$ cat src/rtl/core/qalu_pkg.sv
// quaternion alu package: default widths and operation codes
// no dependencies; imported by every other file of the block
`timescale 1ns / 1ps

package qalu_pkg;

   localparam int COMP_WIDTH_DEF = 16;
   localparam int FRAC_BITS_DEF  = 12;
   localparam int OP_WIDTH       = 3;

   typedef enum logic [OP_WIDTH-1:0] {
      OP_ADD   = 3'd0,
      OP_SUB   = 3'd1,
      OP_PROD  = 3'd2,
      OP_SCALE = 3'd3,
      OP_CONJ  = 3'd4,
      OP_MAG   = 3'd5,
      OP_NORM  = 3'd6
   } op_type;

endpackage

$ cat src/rtl/core/qalu_div_cell.sv
// divider cell: one quotient bit for each of the four lanes
// depends on qalu_pkg
`timescale 1ns / 1ps

module qalu_div_cell import qalu_pkg::*; #(
   parameter int W      = COMP_WIDTH_DEF,
   parameter int F      = FRAC_BITS_DEF,
   parameter int BIT    = 0,
   parameter int SIDE_W = 8 * COMP_WIDTH_DEF + 8,
   localparam int NW    = W + F + 1,
   localparam int QW    = F + 1
) (
   input  logic              clock,
   input  logic              reset,
   input  logic              in_valid,
   output logic              in_ready,
   input  logic [SIDE_W-1:0] in_side,
   input  logic [W:0]        in_m,
   input  logic [4*NW-1:0]   in_rem,
   input  logic [4*QW-1:0]   in_q,
   output logic              out_valid,
   input  logic              out_ready,
   output logic [SIDE_W-1:0] out_side,
   output logic [W:0]        out_m,
   output logic [4*NW-1:0]   out_rem,
   output logic [4*QW-1:0]   out_q
);

   logic              v_ff;
   logic [SIDE_W-1:0] side_ff;
   logic [W:0]        m_ff;
   logic [4*NW-1:0]   rem_ff;
   logic [4*NW-1:0]   rem_in;
   logic [4*QW-1:0]   q_ff;
   logic [4*QW-1:0]   q_in;
   logic [NW-1:0]     trial;

   assign trial = NW'(in_m) << BIT;

   always_comb begin
      rem_in = in_rem;
      q_in   = in_q;
      for (int i = 0; i < 4; i++) begin
         if (in_rem[i*NW +: NW] >= trial) begin
            rem_in[i*NW +: NW] = in_rem[i*NW +: NW] - trial;
            q_in[i*QW + BIT]   = 1'b1;
         end
      end
   end

   assign in_ready = !v_ff || out_ready;

   always_ff @(posedge clock) begin
      if (reset) begin
         v_ff <= 1'b0;
      end else if (in_ready) begin
         v_ff <= in_valid;
      end
   end

   always_ff @(posedge clock) begin
      if (in_valid && in_ready) begin
         side_ff <= in_side;
         m_ff    <= in_m;
         rem_ff  <= rem_in;
         q_ff    <= q_in;
      end
   end

   assign out_valid = v_ff;
   assign out_side  = side_ff;
   assign out_m     = m_ff;
   assign out_rem   = rem_ff;
   assign out_q     = q_ff;

endmodule

$ cat config.mk
export PLATFORM = sky130hd
export DESIGN_NAME = qalu_div_cell
export DESIGN_NICKNAME = d
export VERILOG_FILES = /design/src/rtl/core/qalu_pkg.sv /design/src/rtl/core/qalu_div_cell.sv
export SDC_FILE = /design/constraint.sdc
export NUM_CORES = 1
export LEC_CHECK = 0
export ABC_AREA = 0
export BUFFER_PORTS_ARGS = -buffer_cell sky130_fd_sc_hd__buf_2
export CORE_AREA = 2 2 255 257
export CTS_BUF_LIST = sky130_fd_sc_hd__clkbuf_16
export DETAILED_ROUTE_END_ITERATION = 10
export DIE_AREA = 0 0 257 259
export HOLD_SLACK_MARGIN = 0.15
export PLACE_DENSITY = 0.52
export SLEW_MARGIN = 0
export SYNTH_ARGS = -nofsm -noshare
export SYNTH_HDL_FRONTEND = slang
export SYNTH_SLANG_ARGS = --single-unit
$ cat constraint.sdc
create_clock -name clock -period 25.1 [get_ports clock]
set_clock_uncertainty 0.1 [all_clocks]
set_input_delay 1.255 -clock clock [delete_from_list [all_inputs] [get_ports clock]]
set_output_delay 1.255 -clock clock [all_outputs]
set_load 0.05 [all_outputs]
# After elaboration in Yosys (flattened, before gate mapping)
# Index checks and enable logic that the tools add are counted.
# Widths: inputs -> output; s select.
op_classes:
  n_addsub: 4
  order_cmp: 4
  muxes: 4
  reduce_logical: 3
ops:
  columns: ["op", "n"]
  rows:
  - ["$ge 29x17->1", 4]
  - ["$mux 29", 4]
  - ["$sub 29x17->29", 4]
  - ["$logic_and 1x1->1", 1]
  - ["$logic_not 1->1", 1]
  - ["$logic_or 1x1->1", 1]
totals:
  ff_bits: 322
  in_bits: 325
  out_inout_bits: 323
  elab_cells: 24

# Logic depth before layout (Yosys ltp)
depth:
  word_depth: 3
  mapped_depth: 12
  depth_no_buf: 11

# Least setup slack after synthesis
# Ideal clock, no wire load.
synth_path:
  path_type: "in2reg"
  start: "input port out_ready"
  end: "register m_ff[0] (netlist: out_m[0]), enable pin"
  setup_ns: 0.723
  arrival_ns: 9.043
  required_time_ns: 24.277
  setup_slack_ns: 15.234
  stages: 2
  path_buffers: 0
  cell_sequence: "nand2b_1 > and2_1"
synth_between:
  elab_chain_cells: 2
synth_lines:
  columns: ["element", "line_no", "rtl"]
  rows:
  - ["start, declared", "qalu_div_cell.sv:22", "input logic out_ready,"]
  - ["$logic_or 1x1->1", "qalu_div_cell.sv:51", "assign in_ready = !v_ff || out_ready;"]
  - ["$logic_and 1x1->1", "qalu_div_cell.sv:62", "if (in_valid && in_ready) begin"]
  - ["end signal, assigned", "qalu_div_cell.sv:64", "m_ff <= in_m;"]
  - ["end, declared", "qalu_div_cell.sv:31", "logic [W:0] m_ff;"]
# Every way passes these cells.
# A chain may end at the register's enable or synchronous reset.

# Worst setup path after layout
layout_path:
  start: "input port in_m[1]"
  end: "register rem_ff[27] (netlist: out_rem[27]), data pin"
layout_between:
  elab_chain_cells: 2
  elab_cells_between_ends: 3
  classes_between: "1 x add/sub; 1 x order compare; 1 x mux"
layout_lines:
  columns: ["element", "line_no", "rtl"]
  rows:
  - ["start, declared", "qalu_div_cell.sv:18", "input logic [W:0] in_m,"]
  - ["$sub 29x17->29 or $ge 29x17->1 (tied branches)", "qalu_div_cell.sv:45, qalu_div_cell.sv:44", null]
  - ["$mux 29 *", "qalu_div_cell.sv:44", "if (in_rem[i*NW +: NW] >= trial) begin"]
  - ["net rem_in[27]", "qalu_div_cell.sv:33", "logic [4*NW-1:0] rem_in;"]
  - ["end signal, assigned", "qalu_div_cell.sv:65", "rem_ff <= rem_in;"]
  - ["end, declared", "qalu_div_cell.sv:32", "logic [4*NW-1:0] rem_ff;"]
# Mark *: on every way through the listed nets, which the timed path passes. The rest lies on a longest branch.

==> flow_metrics.env <==
export IMPL_synth_xor_area_share_pct=5.83
export IMPL_timing_final_setup_violations=0
export IMPL_clk_pin_slew_ns=0.06
export IMPL_crit_start="in_m[1]"
export IMPL_postRouteWirelength_mm=67.5
export IMPL_synth_seq_area_share_pct=64.3
export IMPL_drv_max_cap_violation_count=0
export IMPL_layout_cells_sized_above_1_pct=40.0
export IMPL_worst_path_max_delay_cell="sky130_fd_sc_hd__a31oi_2"
export IMPL_worst_skew_pair_late_latency_ns=0.56
export IMPL_postSynth_asyncResetShare_pct=0
export IMPL_crit_type="primary input to flip-flop"
export IMPL_accumulated_negative_setup_slack_ns=0
export IMPL_ys_warn_count=0
export IMPL_io_pins=648
export IMPL_post_place_cells=2628
export IMPL_final_hold_viol_count=0
export IMPL_min_delay_path_class="flip-flop to flip-flop"
export IMPL_crit_path_cell_trace="buf_2 > inv_1 > ha_1 > nor2b_1 > o2111ai_1 > nand3_1 > a311o_2 > a31oi_2 > buf_4 > a311o_1 > nor4_1 > xor2_1"
export IMPL_powerDensity_nw_per_um2=76.8
export IMPL_worst_endpoint_required_ns=25.29
export IMPL_ant_nets=0
export IMPL_yosys_register_bits=322
export IMPL_grt_first_pass_wirelength_mm=92.1
export IMPL_final_min_period_over_clock_period_pct=18.1
export IMPL_postPlaceCellArea_um2=19300
export IMPL_die_height_um=259
export IMPL_tightest_slew_ns=1.11
export IMPL_power_frac_comb_pct=23.0
export IMPL_cts_buffers_inserted=41
export IMPL_rsz0062_at_grt="no"
export IMPL_floorplan_die_width_um=257
export IMPL_critPathCapture="out_rem[27]"
export IMPL_core_region_area_um2=63900
export IMPL_main_combinational_cell_family_by_area_after_synthesis="compound AO/OA/AOI/OAI gates"
export IMPL_worst_path_max_fanout=21
export IMPL_nets_finish=2213
export IMPL_track_usage_pct=19.4
export IMPL_post_route_drc_count=0
export IMPL_synthAdderAreaFrac_pct=6.19
export IMPL_multi_input_area_um2=5110
export IMPL_postCtsSetupRepairBufs=0
export IMPL_seqPwrFrac_pct=41.6
export IMPL_synth_simple_gate_area_share_pct=10.4
export IMPL_cts_resized=0
export IMPL_core_rowCount=93
export IMPL_sequential_cell_area_um2=9660
export IMPL_synth_area_mux_share_pct=0.883
export IMPL_gr_busiest_metal="met2"
export IMPL_synth_compound_area_share_pct=10.6
export IMPL_report_final_slew_viol_count=0
export IMPL_detail_route_first_pass_iterations=5
export IMPL_use_met3_pct=5.99
export IMPL_whs_ns=0.445
export IMPL_setup_worst_path_start_class="primary input"
export IMPL_first_iter_violations=866
export IMPL_maximum_buffer_depth_of_the_clock_tree=3
export IMPL_total_number_of_clock_tree_sinks=322
export IMPL_dp_hpwl_mm=54.4
export IMPL_ys_flop_type="sky130_fd_sc_hd__edfxtp_1"
export IMPL_synth_edff_count=321
export IMPL_fin_cells=2705
export IMPL_reg2reg_to="out_side[112]"
export IMPL_cts_hold_buffers=0
export IMPL_worst_reg2reg_startpoint="out_valid"
export IMPL_die_area_um2=66600
export IMPL_first_global_vias=12405
export IMPL_portBuffers=647
export IMPL_tmin_final_ns=4.54
export IMPL_worst_r2r_cell_count=3
export IMPL_avgRoutedWirePerCell_um=24.9
export IMPL_antenna_found_initial=26
export IMPL_rrSetupSlack_ns=22.73
export IMPL_final_fill_count=6559
export IMPL_power_clock_fraction_pct=35.4
export IMPL_groute_layer_met2_usage_pct=33.3
export IMPL_crit_path_end_kind="flip-flop"
export IMPL_detailroute_via_count=12314
export IMPL_power_net_switching_mw=0.522
export IMPL_maximum_number_of_pins_on_one_net_before_global_route_repair=150
export IMPL_static_leakage_power_nw=8.57
export IMPL_status="finished clean"
export IMPL_synth_distinct_cells=65
export IMPL_tritoncts="built"
export IMPL_postSynthCellCount=1138
export IMPL_synth_net_count=1535
export IMPL_detail_route_vias_per_cell=4.55
export IMPL_layout_cell_area_non_filler_um2=20600
export IMPL_slew_headroom_pct=26.2
export IMPL_netSwitchingFraction_pct=33.0
export IMPL_crit_path_max_incr_delay_ns=0.58
export IMPL_area_growth_pct=36.8
export IMPL_groute_layer_met1_usage_pct=23.3
export IMPL_cts_max_level=2
export IMPL_start_util_pct=23.5
export IMPL_root_buffer="sky130_fd_sc_hd__clkbuf_16"
export IMPL_worst_endpoint_arrival_ns=4.73
export IMPL_post_synth_cell_area_avg_um2=13.2
export IMPL_cellInternalPower_mw=1.06
export IMPL_mappedNetlistArea_um2=15000
export IMPL_finalWeightedCongestion=0.934
export IMPL_global_route_overflow_total=0
export IMPL_max_freq_ghz=0.220
export IMPL_peakVddDrop_mv=0.0428
## cell usage after synthesis, drive strengths merged, types with 5 or more instances
cell type  instances  area share [%]
nor4              15            0.81
nand3             23            0.77
a21o              24             1.2
nand2b            15            0.62
clkbuf             8            0.20
buf               11            0.45
nor2b             15            0.62
and2               6            0.25
xnor2             53             3.1
a21boi             7            0.37
inv               44             1.1
or2                5            0.21
or4                6            0.35
and3               8            0.33
xor2              47             2.7
o211ai            11            0.55
nand2             88             2.2
edfxtp           321              64
mux2              10            0.75
a211oi             9            0.45
nor2              80             2.0
ha                68             5.7
o21bai             9            0.45
o31a               5            0.29
nand3b             5            0.25
o21ai             70             2.3
nor3              16            0.60
a21oi             87             2.9
nand4             10            0.42
o21a               7            0.35
or3                5            0.21
a31oi              5            0.29
o2111ai            6            0.39
## power groups by stage
stage | sequential (mW) | clock (mW) | combinational [mW]
detailed placement | 0.668 | 0 | 0.365
floorplan | 0.813 | 0 | 0.104
finish | 0.658 | 0.559 | 0.363
global route | 0.661 | 0.598 | 0.386
CTS | 0.658 | 0.581 | 0.367
global placement | 0.669 | 0 | 0.364
## flip-flops by register name, indices dropped and copies added (netlist names)
signal	count
out_valid	1
out_rem	116
out_side	136
out_m	17
out_q	52
## area by class of cell
cell class | instances | share of cell area, %
clock inverter | 33 | 1.06
sequential | 322 | 47.0
inverter | 44 | 0.803
antenna | 3 | 0.0365
clock buffer | 41 | 4.99
multi-input combinational | 753 | 24.9
tap | 855 | 5.20
timing repair buffer | 654 | 16.1
## worst min path at each step
stage              start        end  slack [ns]  depth (start not counted)
2_1_floorplan  out_valid  out_valid        1.01                          2
3_3_place_gp   out_valid  out_valid        0.41                          2
3_5_place_dp   out_valid  out_valid        0.43                          2
4_1_cts        out_valid  out_valid        0.44                          2
5_1_grt        out_valid  out_valid        0.50                          2
6_report       out_valid  out_valid        0.45                          2
## through the flow
step                      util [%]  setup slack (ns)  total power, mW
after floorplan                  -             15.23            0.918
after global placement        30.2             20.06             1.03
after detailed placement      30.2             19.97             1.03
after CTS                     32.2             20.54             1.61
after global routing          32.2             20.22             1.65
final                         32.2             20.56             1.58
## cells in the final DEF (no fill, tap or decap), drive strengths merged, types with 5 or more instances in the layout
| cell type | netlist | routed |
|---|---|---|
| a211oi | 9 | 9 |
| a21boi | 7 | 7 |
| a21o | 24 | 24 |
| a21oi | 87 | 87 |
| a31oi | 5 | 5 |
| and2 | 6 | 6 |
| and3 | 8 | 8 |
| buf | 11 | 654 |
| clkbuf | 8 | 41 |
| clkinv | 0 | 16 |
| clkinvlp | 0 | 7 |
| edfxtp | 321 | 321 |
| ha | 68 | 68 |
| inv | 44 | 52 |
| mux2 | 10 | 10 |
| nand2 | 88 | 88 |
| nand2b | 15 | 15 |
| nand3 | 23 | 23 |
| nand3b | 5 | 5 |
| nand4 | 10 | 10 |
| nor2 | 80 | 80 |
| nor2b | 15 | 15 |
| nor3 | 16 | 16 |
| nor4 | 15 | 15 |
| o2111ai | 6 | 6 |
| o211ai | 11 | 11 |
| o21a | 7 | 7 |
| o21ai | 70 | 70 |
| o21bai | 9 | 9 |
| o31a | 5 | 5 |
| or2 | 5 | 5 |
| or3 | 5 | 5 |
| or4 | 6 | 6 |
| xnor2 | 53 | 53 |
| xor2 | 47 | 47 |
## logic make-up (layout without fill, tap and decap cells)
| group | Yosys count | in the layout |
|---|---|---|
| DFF | 322 | 322 |
| xor gates and xnor gates | 100 | 100 |
| muxes | 12 | 12 |
| adders and majority gates | 72 | 72 |
| and+or+nand+nor | 311 | 311 |
| other | 0 | 3 |
| buffers and inverters | 63 | 772 |
| AOI/OAI and AO/OA | 258 | 258 |
## per-layer routing
layer | part of all wire (%) | vias up
met1 | 41 | 6003
met4 | 2.9 | 18
met2 | 49 | 520
met5 | 0.16 | -
li1 | - | 5663
met3 | 7.8 | 110
## critical path, delay by kind of cell
family                   cells  cell delay [ns]
AND/OR/NAND/NOR              3             0.52
adder cells (fa/ha/maj)      1             0.38
buffers and inverters        3             0.84
AO/OA/AOI/OAI                4             1.57
XOR/XNOR                     1             0.15
No activity file was read; power rests on OpenSTA's default activity.
